$ cat src/rtl/core/tdcrd_pkg.sv
// Shared types and constants for the TDC readout word decoder.
// Used by every module under rtl/core; depends on nothing else.
`timescale 1ns / 1ps
`default_nettype none

package tdcrd_pkg;

  localparam int unsigned WordW      = 32;
  localparam int unsigned TypeLsb    = 27;
  localparam int unsigned TypeW      = 5;
  localparam int unsigned ChannelW   = 7;
  localparam int unsigned ChannelLsb = 19;
  localparam int unsigned HitTimeW   = 19;
  localparam int unsigned HitIndexW  = 6;
  localparam int unsigned HitCountW  = 7;
  localparam int unsigned ErrorW     = 15;
  localparam int unsigned EventNumW  = 22;
  localparam int unsigned EventLsb   = 5;

  // Hit limit per event; the hit counter saturates here.
  localparam int unsigned MaxHits    = 64;
  localparam int unsigned HitCntW    = $clog2(MaxHits + 1);

  // Result payload: 77 bits of fields, padded to whole bytes.
  localparam int unsigned ResFieldsW = ChannelW + HitTimeW + HitIndexW + HitCountW
                                     + ErrorW + EventNumW + 1;
  localparam int unsigned ResDataW   = ((ResFieldsW + 7) / 8) * 8;

  typedef enum logic [TypeW-1:0] {
    TypeMeasure = 5'h00,
    TypeError   = 5'h04,
    TypeHeader  = 5'h08,
    TypeTrailer = 5'h10
  } word_type_e;

  typedef enum logic {
    KindHit = 1'b0,
    KindEnd = 1'b1
  } kind_e;

  typedef struct packed {
    logic                 overflow;
    logic [EventNumW-1:0] event_number;
    logic [ErrorW-1:0]    error_bits;
    logic [HitCountW-1:0] hit_count;
    logic [HitIndexW-1:0] hit_index;
    logic [HitTimeW-1:0]  hit_time;
    logic [ChannelW-1:0]  channel;
  } res_fields_t;

  typedef struct packed {
    kind_e       kind;
    res_fields_t fields;
  } result_t;

endpackage

`default_nettype wire

$ cat src/rtl/core/tdc_readout_word_decoder.sv
// Top level of the TDC readout word decoder: input stage, decode, result register.
// Depends on tdcrd_pkg, tdcrd_in_stage, tdcrd_decode, tdcrd_out_reg.
//
// Usage:
//   Readout words (32 bits) enter on the s_axis channel. Global headers latch
//   the event number, error words latch the error flags, measurement words
//   give a hit result and global trailers give an end-of-event summary, after
//   which hit count, error flags and overflow are cleared. Other words are
//   dropped. Hits beyond MaxHits per event are dropped and flagged.
//   Results leave on m_axis: tuser is the kind (0 hit, 1 end of event), tdata
//   carries the fields.
//   Throughput: one word per cycle while m_axis_tready stays high. A word
//   passes through the input register, then the result register, to reach
//   m_axis; decode is one pass of logic between them.
//   Stall: while m_axis_tready is low the result holds; the input register
//   takes one more word if empty, then s_axis_tready drops until the result moves.
//   Reset: asynchronous, active low; both stages empty, all event state zero.
`timescale 1ns / 1ps
`default_nettype none

module tdc_readout_word_decoder
  import tdcrd_pkg::*;
(
  input  wire logic                clk_i,
  input  wire logic                rst_ni,
  input  wire logic                s_axis_tvalid,
  output logic                     s_axis_tready,
  input  wire logic [WordW-1:0]    s_axis_tdata,   // [31:0] word
  output logic                     m_axis_tvalid,
  input  wire logic                m_axis_tready,
  // [6:0] channel, [25:7] hit_time, [31:26] hit_index, [38:32] hit_count,
  // [53:39] error_bits, [75:54] event_number, [76] overflow, [79:77] zero
  output logic [ResDataW-1:0]      m_axis_tdata,
  output logic                     m_axis_tuser    // [0] kind
);

  logic             in_valid;
  logic [WordW-1:0] in_word;
  logic             out_ready;
  logic             pop;
  logic             res_valid;
  result_t          res;
  result_t          res_out;

  assign pop = in_valid && out_ready;

  tdcrd_in_stage u_in (
    .clk_i         (clk_i),
    .rst_ni        (rst_ni),
    .s_axis_tvalid (s_axis_tvalid),
    .s_axis_tready (s_axis_tready),
    .s_axis_tdata  (s_axis_tdata),
    .pop_i         (pop),
    .valid_o       (in_valid),
    .word_o        (in_word)
  );

  tdcrd_decode u_dec (
    .clk_i       (clk_i),
    .rst_ni      (rst_ni),
    .take_i      (pop),
    .word_i      (in_word),
    .res_valid_o (res_valid),
    .res_o       (res)
  );

  tdcrd_out_reg u_out (
    .clk_i     (clk_i),
    .rst_ni    (rst_ni),
    .load_i    (res_valid),
    .res_i     (res),
    .ready_o   (out_ready),
    .m_valid_o (m_axis_tvalid),
    .m_ready_i (m_axis_tready),
    .res_o     (res_out)
  );

  assign m_axis_tdata = ResDataW'(res_out.fields);
  assign m_axis_tuser = res_out.kind;

endmodule

`default_nettype wire

$ cat src/rtl/core/tdcrd_in_stage.sv
// Input register stage: captures one readout word per cycle while empty or while the held word is consumed.
// Depends on tdcrd_pkg.
`timescale 1ns / 1ps
`default_nettype none

module tdcrd_in_stage
  import tdcrd_pkg::*;
(
  input  wire logic             clk_i,
  input  wire logic             rst_ni,
  input  wire logic             s_axis_tvalid,
  output logic                  s_axis_tready,
  input  wire logic [WordW-1:0] s_axis_tdata,
  input  wire logic             pop_i,
  output logic                  valid_o,
  output logic [WordW-1:0]      word_o
);

  logic             valid_q, valid_d;
  logic [WordW-1:0] word_q;

  // Refill in the same cycle the held word is consumed.
  assign s_axis_tready = !valid_q || pop_i;
  assign valid_d       = s_axis_tready ? s_axis_tvalid : valid_q;

  always_ff @(posedge clk_i or negedge rst_ni) begin
    if (!rst_ni) begin
      valid_q <= 1'b0;
    end else begin
      valid_q <= valid_d;
    end
  end

  always_ff @(posedge clk_i) begin
    if (s_axis_tready && s_axis_tvalid) begin
      word_q <= s_axis_tdata;
    end
  end

  assign valid_o = valid_q;
  assign word_o  = word_q;

endmodule

`default_nettype wire

$ cat src/rtl/core/tdcrd_decode.sv
// Word type decode and per-event state (hit count, error, event number, overflow).
// Depends on tdcrd_pkg.
`timescale 1ns / 1ps
`default_nettype none

module tdcrd_decode
  import tdcrd_pkg::*;
(
  input  wire logic             clk_i,
  input  wire logic             rst_ni,
  input  wire logic             take_i,
  input  wire logic [WordW-1:0] word_i,
  output logic                  res_valid_o,
  output result_t               res_o
);

  logic [HitCntW-1:0]   hits_q, hits_d;
  logic [ErrorW-1:0]    err_q, err_d;
  logic [EventNumW-1:0] evt_q, evt_d;
  logic                 ovf_q, ovf_d;
  logic [TypeW-1:0]     wtype;
  logic [31:0]          hits_ext;
  logic                 at_limit;

  assign wtype    = word_i[TypeLsb +: TypeW];
  assign hits_ext = 32'(hits_q);
  assign at_limit = (hits_q >= HitCntW'(MaxHits));

  always_comb begin
    hits_d      = hits_q;
    err_d       = err_q;
    evt_d       = evt_q;
    ovf_d       = ovf_q;
    res_valid_o = 1'b0;
    res_o       = '0;
    res_o.kind  = KindHit;
    if (take_i) begin
      unique case (wtype)
        TypeHeader: begin
          evt_d = word_i[EventLsb +: EventNumW];
        end
        TypeError: begin
          err_d = word_i[ErrorW-1:0];
        end
        TypeMeasure: begin
          if (at_limit) begin
            ovf_d = 1'b1;
          end else begin
            res_valid_o            = 1'b1;
            res_o.fields.channel   = word_i[ChannelLsb +: ChannelW];
            res_o.fields.hit_time  = word_i[HitTimeW-1:0];
            res_o.fields.hit_index = hits_ext[HitIndexW-1:0];
            hits_d                 = hits_q + HitCntW'(1);
          end
        end
        TypeTrailer: begin
          res_valid_o               = 1'b1;
          res_o.kind                = KindEnd;
          res_o.fields.hit_count    = hits_ext[HitCountW-1:0];
          res_o.fields.error_bits   = err_q;
          res_o.fields.event_number = evt_q;
          res_o.fields.overflow     = ovf_q;
          hits_d                    = '0;
          err_d                     = '0;
          ovf_d                     = 1'b0;
        end
        default: begin
          // other word types carry nothing we keep
        end
      endcase
    end
  end

  always_ff @(posedge clk_i or negedge rst_ni) begin
    if (!rst_ni) begin
      hits_q <= '0;
      err_q  <= '0;
      evt_q  <= '0;
      ovf_q  <= 1'b0;
    end else begin
      hits_q <= hits_d;
      err_q  <= err_d;
      evt_q  <= evt_d;
      ovf_q  <= ovf_d;
    end
  end

endmodule

`default_nettype wire

$ cat src/rtl/core/tdcrd_out_reg.sv
// Result register toward the output stream.
// Depends on tdcrd_pkg.
`timescale 1ns / 1ps
`default_nettype none

module tdcrd_out_reg
  import tdcrd_pkg::*;
(
  input  wire logic     clk_i,
  input  wire logic     rst_ni,
  input  wire logic     load_i,
  input  wire result_t  res_i,
  output logic          ready_o,
  output logic          m_valid_o,
  input  wire logic     m_ready_i,
  output result_t       res_o
);

  logic    valid_q, valid_d;
  result_t res_q;

  assign ready_o = !valid_q || m_ready_i;
  assign valid_d = ready_o ? load_i : valid_q;

  always_ff @(posedge clk_i or negedge rst_ni) begin
    if (!rst_ni) begin
      valid_q <= 1'b0;
    end else begin
      valid_q <= valid_d;
    end
  end

  always_ff @(posedge clk_i) begin
    if (ready_o && load_i) begin
      res_q <= res_i;
    end
  end

  assign m_valid_o = valid_q;
  assign res_o     = res_q;

endmodule

`default_nettype wire

$ cat config.mk
export PLATFORM = sky130hd
export DESIGN_NAME = tdc_readout_word_decoder
export DESIGN_NICKNAME = d
export VERILOG_FILES = /design/src/rtl/core/tdcrd_pkg.sv /design/src/rtl/core/tdc_readout_word_decoder.sv /design/src/rtl/core/tdcrd_in_stage.sv /design/src/rtl/core/tdcrd_decode.sv /design/src/rtl/core/tdcrd_out_reg.sv
export SDC_FILE = /design/constraint.sdc
export NUM_CORES = 1
export LEC_CHECK = 0
export BUFFER_PORTS_ARGS = -buffer_cell sky130_fd_sc_hd__buf_4
export CORE_ASPECT_RATIO = 1.75
export CORE_MARGIN = 1
export CORE_UTILIZATION = 45
export CTS_CLUSTER_SIZE = 28
export DETAILED_ROUTE_END_ITERATION = 10
export PLACE_DENSITY = 0.77
export SLEW_MARGIN = 10
export SYNTH_ARGS = -nofsm -noshare
export SYNTH_HDL_FRONTEND = slang
export SYNTH_HIERARCHICAL = 1
export SYNTH_SLANG_ARGS = --single-unit
export TNS_END_PERCENT = 10
$ cat constraint.sdc
create_clock -name clk_i -period 2.5 [get_ports clk_i]
set_clock_uncertainty 0.15 [all_clocks]
set_input_delay 0.25 -clock clk_i [delete_from_list [all_inputs] [get_ports clk_i]]
set_output_delay 0.25 -clock clk_i [all_outputs]
set_load 0.05 [all_outputs]
Yosys cells after proc, flatten, opt, wreduce, memory -nomap -nowiden
Cells that the tools add are included.

operators by class
  $add $sub $neg = 1
  order comparisons = 1
  eq/ne operators = 5
  multiplexer cells = 9
  bitwise logic cells = 2
  reductions and logical operators = 16

operators by type and width
  kind                                                                    number
  46-bit 2-to-1 mux                                                       1
  15-bit case mux with 2 select lines                                     1
  7-bit case mux with 2 select lines                                      1
  7-bit by 1-bit adder with 7-bit output (second input constant)          1
  7-bit >= comparator (second input constant)                             1
  7-bit 2-to-1 mux                                                        1
  2-bit AND reduction                                                     3
  3-bit AND reduction                                                     2
  5-bit by 3-bit equality test with 1-bit output (second input constant)  1
  5-bit by 4-bit equality test with 1-bit output (second input constant)  1
  5-bit equality test (second input constant)                             1
  5-bit logical NOT                                                       1
  1-bit case mux with 2 select lines                                      2
  2-bit nonzero test                                                      2
  1-bit logical AND                                                       3
  1-bit 2-to-1 mux                                                        3
  3-bit OR reduction                                                      1
  1-bit logical NOT                                                       2
  1-bit logical OR                                                        2
  2-bit by 1-bit != test with 1-bit output (second input constant)        1
  2-bit != test (second input constant)                                   1
  1-bit inverter                                                          2

word-level totals
  register bits = 157
  bits of input ports = 36
  logic and storage cells = 49

Logic depth before layout (Yosys ltp)
Gate-level depths: netlist of the first run.

  depth after elaboration = 5
  depth in mapped cells = 6

Hierarchy
Netlist of the first run, hierarchy kept.

by module, submodules not included
  module                    instances  cells an instance  area each (um2)  seq. area each (um2)
  tdcrd_decode              1          254                2499.9           1126.1
  tdcrd_out_reg             1          82                 2396.0           2367.3
  tdcrd_in_stage            1          36                 1014.7           985.9
  tdc_readout_word_decoder  1          5                  32.5             0.0

Worst setup path before layout of the first run
OpenSTA, ideal clock, no wires.

  kind = reg2reg
  from = register u_out.valid_q, in the netlist u_out/m_valid_o
  to = register u_out.res_q (netlist bit u_out/res_o[0]) (enable)
  setup time = 0.382 ns
  arrival time = 1.860 ns
  data required time = 1.968 ns
  slack = 0.108 ns
  cell stages (with the launch flop) = 6
  path buffers = 0
  clock period less this slack = 2.392 ns
  path through = dfrtp_1 nand2b_4 and2_1 nand2_1 nor2_1 and2_4

on the way
  longest elaborated chain between the ends = 5

ends and longest elaborated chain
  element                 line                            RTL
  from (decl)             tdcrd_out_reg.sv:19             logic valid_q, valid_d;
  from (signal assigned)  tdcrd_out_reg.sv:29             valid_q <= valid_d;
  1-bit logical NOT       tdcrd_out_reg.sv:22             assign ready_o = !valid_q || m_ready_i;
  1-bit logical OR        tdcrd_out_reg.sv:22
  net out_ready           tdc_readout_word_decoder.sv:39  logic out_ready;
  1-bit logical AND       tdc_readout_word_decoder.sv:45  assign pop = in_valid && out_ready;
  net pop                 tdc_readout_word_decoder.sv:40  logic pop;
  1-bit 2-to-1 mux        tdcrd_decode.sv:37              if (take_i) begin
  net res_valid           tdc_readout_word_decoder.sv:41  logic res_valid;
  1-bit logical AND       tdcrd_out_reg.sv:34             if (ready_o && load_i) begin
  to (signal assigned)    tdcrd_out_reg.sv:35             res_q <= res_i;
  to (decl)               tdcrd_out_reg.sv:20             result_t res_q;

The timed path passes the listed nets, and every way through them passes these cells.
A chain may end at the register's enable or synchronous reset.

Worst setup path in the final report of the first run
  from = register u_in.word_q[28], in the netlist u_in/word_o[28]
  to = register u_dec.hits_q[5]

on the way
  longest elaborated chain between the ends = 3

ends and longest elaborated chain
  element                                                               line                  RTL
  from (decl)                                                           tdcrd_in_stage.sv:20  logic [WordW-1:0] word_q;
  from (signal assigned)                                                tdcrd_in_stage.sv:36  word_q <= s_axis_tdata;
  5-bit logical NOT or 5-bit equality test (tied branches)              tdcrd_decode.sv:38    unique case (wtype)
  2-bit != test (no source line) or 2-bit nonzero test (tied branches)  -
  3-bit AND reduction (no source line)                                  -
  to (signal assigned)                                                  tdcrd_decode.sv:81    hits_q <= hits_d;
  to (decl)                                                             tdcrd_decode.sv:17    logic [HitCntW-1:0] hits_q, hits_d;

Parallel ways exist; a longest one is shown, timed or not.

==> results_dict.tcl, run 1 <==
set metrics [dict create \
    status "finished, final reports clean" \
    p_sw_mw 1.45 \
    cts.sinks 157 \
    clkPwrFrac_pct 43.6 \
    fin_cells 729 \
    io_buffers 115 \
    ys.flop_type "edfxtp_1" \
    place_inst 662 \
    first_pass_iters 5 \
    power_frac_comb_pct 8.3 \
    startpoint_type "flop" \
    wirelength_mm 11.7 \
    grt_pass1_vias 3745 \
    hold_viol 0 \
    path_cells "or4_1 > or4_1 > o311ai_1" \
    clk_path_buf_depth 2 \
    power_density_nw_per_um2 808 \
    timing.rr.start "u_in/word_o[28]" \
    cp.depth 3 \
    drive_gt1_share_pct 33.9 \
    gr-usage-all-layers_pct 18.7 \
    start_util_pct 45.9 \
    synthArstFlopShare_pct 29.9 \
    num_rows 55 \
    critPathCaptureType "flop" \
    worst_pin_slew_ns 0.632 \
    die_h_um 154 \
    r2r_setup_slack_ns 0.21 \
    r2r_cells 3 \
    clockRootBuffer "clkbuf_16" \
    min_period_ns 2.29 \
    cpMostUsedCell "or4_1" \
    tritoncts "yes" \
    syn_to_final_growth_pct 36.3 \
    wl_per_cell_um 16.0 \
    holdCritPathClass "primary input to asynchronous set/reset pin" \
    ctsHoldBuffers 35 \
    coreArea_um2 12900 \
    maxCapViolations 0 \
    finalSetupTns_ns 0 \
    post-cts-setup-buffers 0 \
    n_fill_cell 1040 \
    syn_inst 377 \
    finish.utilization_pct 62.6 \
    antenna_found_initial 0 \
    setup_ws_ns 0.208 \
    fmax_mhz 436 \
    clkTransAtPathRegs_ns 0.06 \
    vias_per_cell 4.92 \
    ios 119 \
    slew_headroom_pct 57.9 \
    final_max_slew_viol_count 0 \
    place.gp.congestion 0.836 \
    antenna_cells 0 \
    finalSetupViolations 0 \
    rr_endpoint "u_dec/hits_q[5]" \
    worst-path-buf-inv 0 \
    grt_max_degree 48 \
    ys_types 37 \
    crit_required_ns 2.65 \
    cp-endpoint "u_dec/hits_q[5]" \
    nNetsFinal 583 \
    grt_pass1_wl_mm 18.5 \
    cts_buffers 17 \
    syn-cell-area_um2 5940 \
    cts_resized 0 \
    die-area_um2 13700 \
    htree_levels 4 \
    synth_seq_area_share_pct 75.4 \
    route.detailed.drc 0 \
    first_iter_violations 206 \
    seq_power_share_pct 48.1 \
    postRouteAntennaNets 0 \
    vias 3589 \
    crit_type "flop to flop" \
    peakVddDrop_uv 497 \
    critPathTopFamily "simple AND/OR/NAND/NOR gates" \
    slowest_delay_ns 0.74 \
    pre_cts_ws_ns 0.253 \
    switching_share_pct 22.1 \
    rsz0062_at_grt "false" \
    synth-edff-count 110 \
    hpwl_mm 7.69 \
    critPathLaunch "u_in/word_o[28]" \
    slowest_stage "or4_1" \
    die_width_um 88.9 \
    p_int_mw 5.10 \
    ys_ff_latch 157 \
    overflow 0 \
    post-route-period-util_pct 91.7 \
    crit_arrival_ns 2.44 \
    insertion_delay_ns 0.42 \
    p_leak_nw 3.50 \
    critPathMaxFanout 12 \
    yosysWarnings 6 \
    synth_area_per_cell_um2 15.8 \
]
[through the flow]
stage / instance area [µm²] / hold slack [ns] / total power [mW]
after floorplan: 5950 / -0.196 / 3.49
after global placement: 7080 / 0.160 / 3.65
after detailed placement: 7080 / 0.165 / 3.69
after CTS: 8100 / 0.269 / 6.60
after global routing: 8100 / 0.309 / 6.77
final: 8100 / 0.260 / 6.55
[power by group through the flow]
stage                     Clock (mW)  Combinational, mW  Sequential, mW
final                           2.86              0.541            3.15
after detailed placement           0              0.491            3.20
after floorplan                    0              0.299            3.19
after global placement             0              0.466            3.18
after CTS                       2.91              0.545            3.15
after global routing            3.00              0.597            3.17
[cells in the final DEF, fill, tap and decap left out, types with 6 or more instances in the layout]
| cell | netlist | routed |
|---|---|---|
| and2_1 | 76 | 76 |
| buf_4 | 3 | 127 |
| o21ai_0 | 20 | 20 |
| mux2i_1 | 15 | 15 |
| mux2_2 | 22 | 22 |
| edfxtp_1 | 110 | 110 |
| clkbuf_16 | 0 | 17 |
| nand3_1 | 6 | 6 |
| inv_1 | 20 | 20 |
| dfrtp_1 | 47 | 47 |
| dlygate4sd3_1 | 0 | 35 |
[cell usage after synthesis, drive strengths merged (2+ instances only)]
cell type	n	area share [%]
and2	78	8.3
clkbuf	11	0.72
nand4b	2	0.29
ha	2	0.42
edfxtp	110	56
mux2	22	4.2
buf	6	0.59
nand2	4	0.25
or3	2	0.21
nor2b	2	0.21
o311ai	2	0.29
mux2i	15	2.5
nor3	4	0.34
nand2b	5	0.78
inv	20	1.3
nor2	3	0.19
nand3	6	0.51
o21ai	20	1.7
or4	3	0.38
dfrtp	47	20
o211ai	3	0.38
[sequential cells by signal, indices dropped and copies added, names as in the netlist]
signal / cells
u_out/res_o: 78
u_in/word_o: 32
u_dec/evt_q: 22
u_dec/err_q: 15
u_dec/hits_q: 7
u_dec/ovf_q: 1
u_in/valid_o: 1
u_out/m_valid_o: 1
[how the worst min path moves through the flow]
stage	startpoint	endpoint	slack (ns)	cells past startpoint
floorplan	rst_ni	u_dec/err_q[0]	-0.20	0
global placement	rst_ni	u_dec/evt_q[19]	0.16	1
detailed placement	rst_ni	u_dec/evt_q[18]	0.16	1
CTS	rst_ni	u_dec/evt_q[18]	0.27	2
global route	rst_ni	u_dec/evt_q[18]	0.31	2
finish	rst_ni	u_dec/evt_q[18]	0.26	2
[cell families after synthesis]
kind of cell,share of synthesized area [%]
AOI/OAI and AO/OA,2.97
adders and majority gates,0.421
buffers and inverters,2.57
DFF,75.4
muxes,6.69
other,0.0631
and+or+nand+nor,11.9
[final cells by class]
class,instances,area (µm²),area share [%]
Sequential cell,157,4480,55.3
Timing Repair Buffer,164,1340,16.6
Clock inverter,14,229,2.83
Inverter,20,75.1,0.927
Tap cell,171,214,2.64
Multi-Input combinational cell,185,1320,16.3
Clock buffer,18,439,5.42
[per-layer routing]
layer,vias up,global-route usage (%),routed length [µm]
met5,-,0,0
met4,0,9.83,420
met3,33,5.26,657
met2,138,33.8,6480
met1,1751,18.8,4100
li1,1667,-,-
Note: power is estimated with default switching activity, not from simulation.
==> run 2: changes to the inputs <==
- CORE_ASPECT_RATIO: 1.75 -> 0.8
==> run 2 against run 1 <==
Against the previous run: final cell count is 0.27% higher; critical endpoint is now u_out/res_o[18]; first-iteration DRC count is 22% lower; clock-buffer cell count stayed put; non-clock buffer count is 2 lower; critical path type is now primary input to flop.
==> results_dict.tcl, run 2 (synthesis gave the netlist of run 1 again) <==
set metrics [dict create \
    gr-usage-all-layers_pct 18.9 \
    power_density_nw_per_um2 807 \
    critPathMaxFanout 35 \
    vias_per_cell 4.87 \
    finalSetupViolations 0 \
    cts.sinks 157 \
    maxCapViolations 0 \
    slew_headroom_pct 57.0 \
    final_common_cell "buf_4" \
    nNetsFinal 581 \
    finalSetupTns_ns 0 \
    tritoncts "yes" \
    clk_path_buf_depth 2 \
    wl_per_cell_um 16.3 \
    route.detailed.drc 0 \
    io_buffers 115 \
    postRouteAntennaNets 0 \
    antenna_cells 0 \
    crit_arrival_ns 2.30 \
    die_width_um 130 \
    grt_pass1_wl_mm 18.8 \
    critPathCaptureType "flop" \
    ios 119 \
    fin_cells 731 \
    die-area_um2 13700 \
    start_util_pct 46.2 \
    crit_required_ns 2.46 \
    total_power_mw 6.53 \
    place_inst 664 \
    rsz0062_at_grt "false" \
    fmax_mhz 428 \
    grt_pass1_vias 3662 \
    peakVddDrop_uv 542 \
    coreArea_um2 12900 \
    drive_gt1_share_pct 32.9 \
    min_period_ns 2.34 \
    clockRootBuffer "clkbuf_16" \
    grt_max_degree 48 \
    startpoint_type "primary input" \
    hold_viol 0 \
    crit_type "primary input to flop" \
    antenna_found_initial 0 \
    layout_common_cells "125 x buf_4, 110 x edfxtp_1, 76 x and2_1" \
    htree_levels 4 \
    post-cts-setup-buffers 0 \
    worst_pin_slew_ns 0.645 \
    syn_to_final_growth_pct 36.0 \
    first_iter_violations 161 \
    pre_cts_ws_ns 0.228 \
    holdCritPathClass "primary input to asynchronous set/reset pin" \
    insertion_delay_ns 0.42 \
    clkTransAtPathRegs_ns 0.06 \
    p_leak_nw 3.48 \
    vias 3561 \
    wirelength_mm 11.9 \
    largest_register_ffs 78 \
    first_pass_iters 5 \
    finish.utilization_pct 62.8 \
    overflow 0 \
    post-route-period-util_pct 93.5 \
    cts_buffers 17 \
    die_h_um 105 \
    setup_ws_ns 0.162 \
    status "finished, final reports clean" \
    hpwl_mm 7.57 \
    place.gp.congestion 0.765 \
    num_rows 37 \
    final_max_slew_viol_count 0 \
]
run 2: changes by cell type in the layout (fill, tap and decap cells not counted), sizes merged:
cell,previous run,this run
clkinv,1,5
buf,129,127
inv,26,20
bufinv,5,6
clkinvlp,2,3
run 2: layout make-up:
class,count,area (µm²)
Clock buffer,18,429
Sequential cell,157,4480
Tap cell,175,219
Timing Repair Buffer,162,1330
Clock inverter,14,224
Fill cell,939,4790
Inverter,20,75.1
Multi-Input combinational cell,185,1330
run 2: path summary, 6_finish.rpt:
check                                 from         endpoint  slack, ns  cells after the start
setup / recovery             m_axis_tready  u_out/res_o[18]       0.16                      8
hold / removal                      rst_ni  u_dec/evt_q[19]       0.28                      2
setup reg to reg           u_in/word_o[28]  u_out/res_o[18]       0.18                      6
hold reg to reg            u_in/word_o[26]  u_dec/evt_q[21]       0.33                      1
max in group asynchronous           rst_ni   u_dec/evt_q[5]       1.48                      2
min in group clk_i         u_in/word_o[26]  u_dec/evt_q[21]       0.33                      1
run 2: stage by stage:
step	instance area, µm²	hold WS, ns
2_1_floorplan	5950	-0.196
3_3_place_gp	7080	0.151
3_5_place_dp	7080	0.158
4_1_cts	8080	0.249
5_1_grt	8080	0.322
6_report	8080	0.280
run 2: routing by layer:
metal | part of all wire (%) | wire length (µm) | global-route usage (%)
met1 | 43 | 5140 | 22.8
met2 | 50 | 5940 | 30.6
met3 | 5.6 | 665 | 5.79
met4 | 1.6 | 191 | 9.77
met5 | 0 | 0 | 0
run 2: timing repair:
action                                  in CTS  in global routing
gates resized for setup                      0                  0
hold endpoints to repair                    81                  0
hold buffers                                35                  0
endpoints found under the setup margin       0                  0
run 2: critical path: stages:
cell and delay [ns]:
dlygate4sd3_1 0.53, buf_4 0.10, nand2b_4 0.11, and2_1 0.29, nand2_1 0.24, nor2_1 0.19, and2_4 0.30, buf_12 0.25
run 2: where the power goes:
group | switching (mW) | internal (mW)
Clock | 0.976 | 1.86
Combinational | 0.278 | 0.261
Sequential | 0.136 | 3.02
Total | 1.39 | 5.13
==> run 3: changes to the inputs <==
- PLACE_DENSITY: 0.77 -> 0.82
==> run 3 against run 2 <==
Against the previous run: critical path depth fell by 5; die area did not move; non-clock buffer count fell by 2; clock power fell by 13%; combinational power fell by 0.9%; wire length fell by 3.1%; sequential share of layout area rose by 0.71 points; core utilization fell by 0.80 points; worst setup slack improved by 0.020 ns; register-to-register slack barely moved; global-route usage fell by 0.76 points.
==> results_dict.tcl, run 3 (synthesis gave the netlist of run 1 again) <==
set metrics [dict create \
    route.detailed.drc 0 \
    holdWs_ns 0.260 \
    grt_pass1_vias 3567 \
    startpoint_type "flop" \
    antenna_found_initial 0 \
    finalSetupViolations 0 \
    worst_pin_slew_ns 0.633 \
    crit_type "flop to flop" \
    grt_max_degree 48 \
    vias 3544 \
    final_common_cell "buf_4" \
    die_h_um 105 \
    fin_cells 729 \
    hold_viol 0 \
    status "finished, final reports clean" \
    htree_levels 4 \
    layout_common_cells "123 x buf_4, 110 x edfxtp_1, 76 x and2_1" \
    crit_required_ns 2.66 \
    p_leak_nw 3.43 \
    clockRootBuffer "clkbuf_16" \
    maxCapViolations 0 \
    postRouteAntennaNets 0 \
    antenna_cells 0 \
    clk_path_buf_depth 2 \
    ios 119 \
    drt-met1-wl_mm 5.08 \
    syn_to_final_growth_pct 34.3 \
    gr-usage-all-layers_pct 18.2 \
    post-route-period-util_pct 92.7 \
    nNetsFinal 579 \
    largest_register_ffs 78 \
    drive_gt1_share_pct 33.0 \
    power_density_nw_per_um2 771 \
    place_inst 662 \
    crit_arrival_ns 2.48 \
    tritoncts "yes" \
    post-cts-setup-buffers 0 \
    rsz0062_at_grt "false" \
    die_width_um 130 \
    critPathMaxFanout 12 \
    vias_per_cell 4.86 \
    peakVddDrop_uv 739 \
    critPathCaptureType "flop" \
    insertion_delay_ns 0.42 \
    coreArea_um2 12900 \
    cts.sinks 157 \
    finish.instance_area_um2 7980 \
    holdCritPathClass "primary input to asynchronous set/reset pin" \
    fmax_mhz 431 \
    wl_per_cell_um 15.9 \
    hpwl_mm 7.39 \
    slew_headroom_pct 57.8 \
    cts_buffers 17 \
    num_rows 37 \
    start_util_pct 46.2 \
    finalSetupTns_ns 0 \
    n_fill_cell 983 \
    placed_cell_area_um2 7060 \
    clkTransAtPathRegs_ns 0.06 \
    wirelength_mm 11.6 \
    min_period_ns 2.32 \
    highest_layer "met4" \
    final_max_slew_viol_count 0 \
    first_iter_violations 200 \
    first_pass_iters 5 \
    wl_met3_um 720 \
    grt_pass1_wl_mm 18.1 \
    wl_met2_mm 5.60 \
    die-area_um2 13700 \
    place.gp.congestion 0.818 \
    overflow 0 \
    io_buffers 115 \
]
==> run 3: cell type report <==
type                            instances  area (µm²)  area share [%]
Multi-Input combinational cell        185        1320            16.6
Timing Repair Buffer                  160        1310            16.5
Clock buffer                           21         450            5.65
Inverter                               20        75.1           0.941
Clock inverter                         11         119            1.49
Tap cell                              175         219            2.74
Sequential cell                       157        4480            56.1
==> run 3: worst max-delay path: stages, from the launching register on <==
cell      delay, ns
edfxtp_1       0.42
or4_1          0.76
or4_1          0.60
o311ai_1       0.27
==> run 3: power by group <==
part / total (mW) / leakage, nW / switching (mW) / internal [mW]
Combinational: 0.534 / 1.50 / 0.272 / 0.262
Clock: 2.47 / 0.269 / 0.981 / 1.49
Sequential: 3.15 / 1.66 / 0.133 / 3.02
==> run 3: path summary, 6_finish.rpt <==
check / slack, ns / end / depth (start not counted) / startpoint
worst max-delay path: 0.18 / u_dec/hits_q[5] / 3 / u_in/word_o[28]
worst min-delay path: 0.26 / u_dec/evt_q[16] / 2 / rst_ni
worst max register to register: 0.18 / u_dec/hits_q[5] / 3 / u_in/word_o[28]
worst min register to register: 0.34 / u_dec/evt_q[21] / 1 / u_in/word_o[26]
max in group asynchronous: 1.51 / u_dec/err_q[9] / 2 / rst_ni
min in group clk_i: 0.34 / u_dec/evt_q[21] / 1 / u_in/word_o[26]
==> run 3: stage by stage <==
| stage | utilization (%) | worst slack, ns | power [mW] |
|---|---|---|---|
| 4_1_cts | 62.0 | 0.0897 | 6.19 |
| 3_3_place_gp | 54.8 | 0.269 | 3.65 |
| 2_1_floorplan | - | 0.108 | 3.49 |
| 5_1_grt | 62.0 | 0.0597 | 6.38 |
| 3_5_place_dp | 54.8 | 0.185 | 3.69 |
| 6_report | 62.0 | 0.182 | 6.15 |
==> run 3: repair_timing <==
item                       CTS  global route
resized for setup            0             1
hold endpoints to repair    81             0
setup endpoints to repair    0            32
hold buffers                35             0
==> run 3: metal layers <==
metal  vias to the layer above  GRT usage, %
li1                       1664             -
met1                      1753          23.6
met2                       113          28.3
met3                        14          5.89
met4                         0          7.14
met5                         -             0
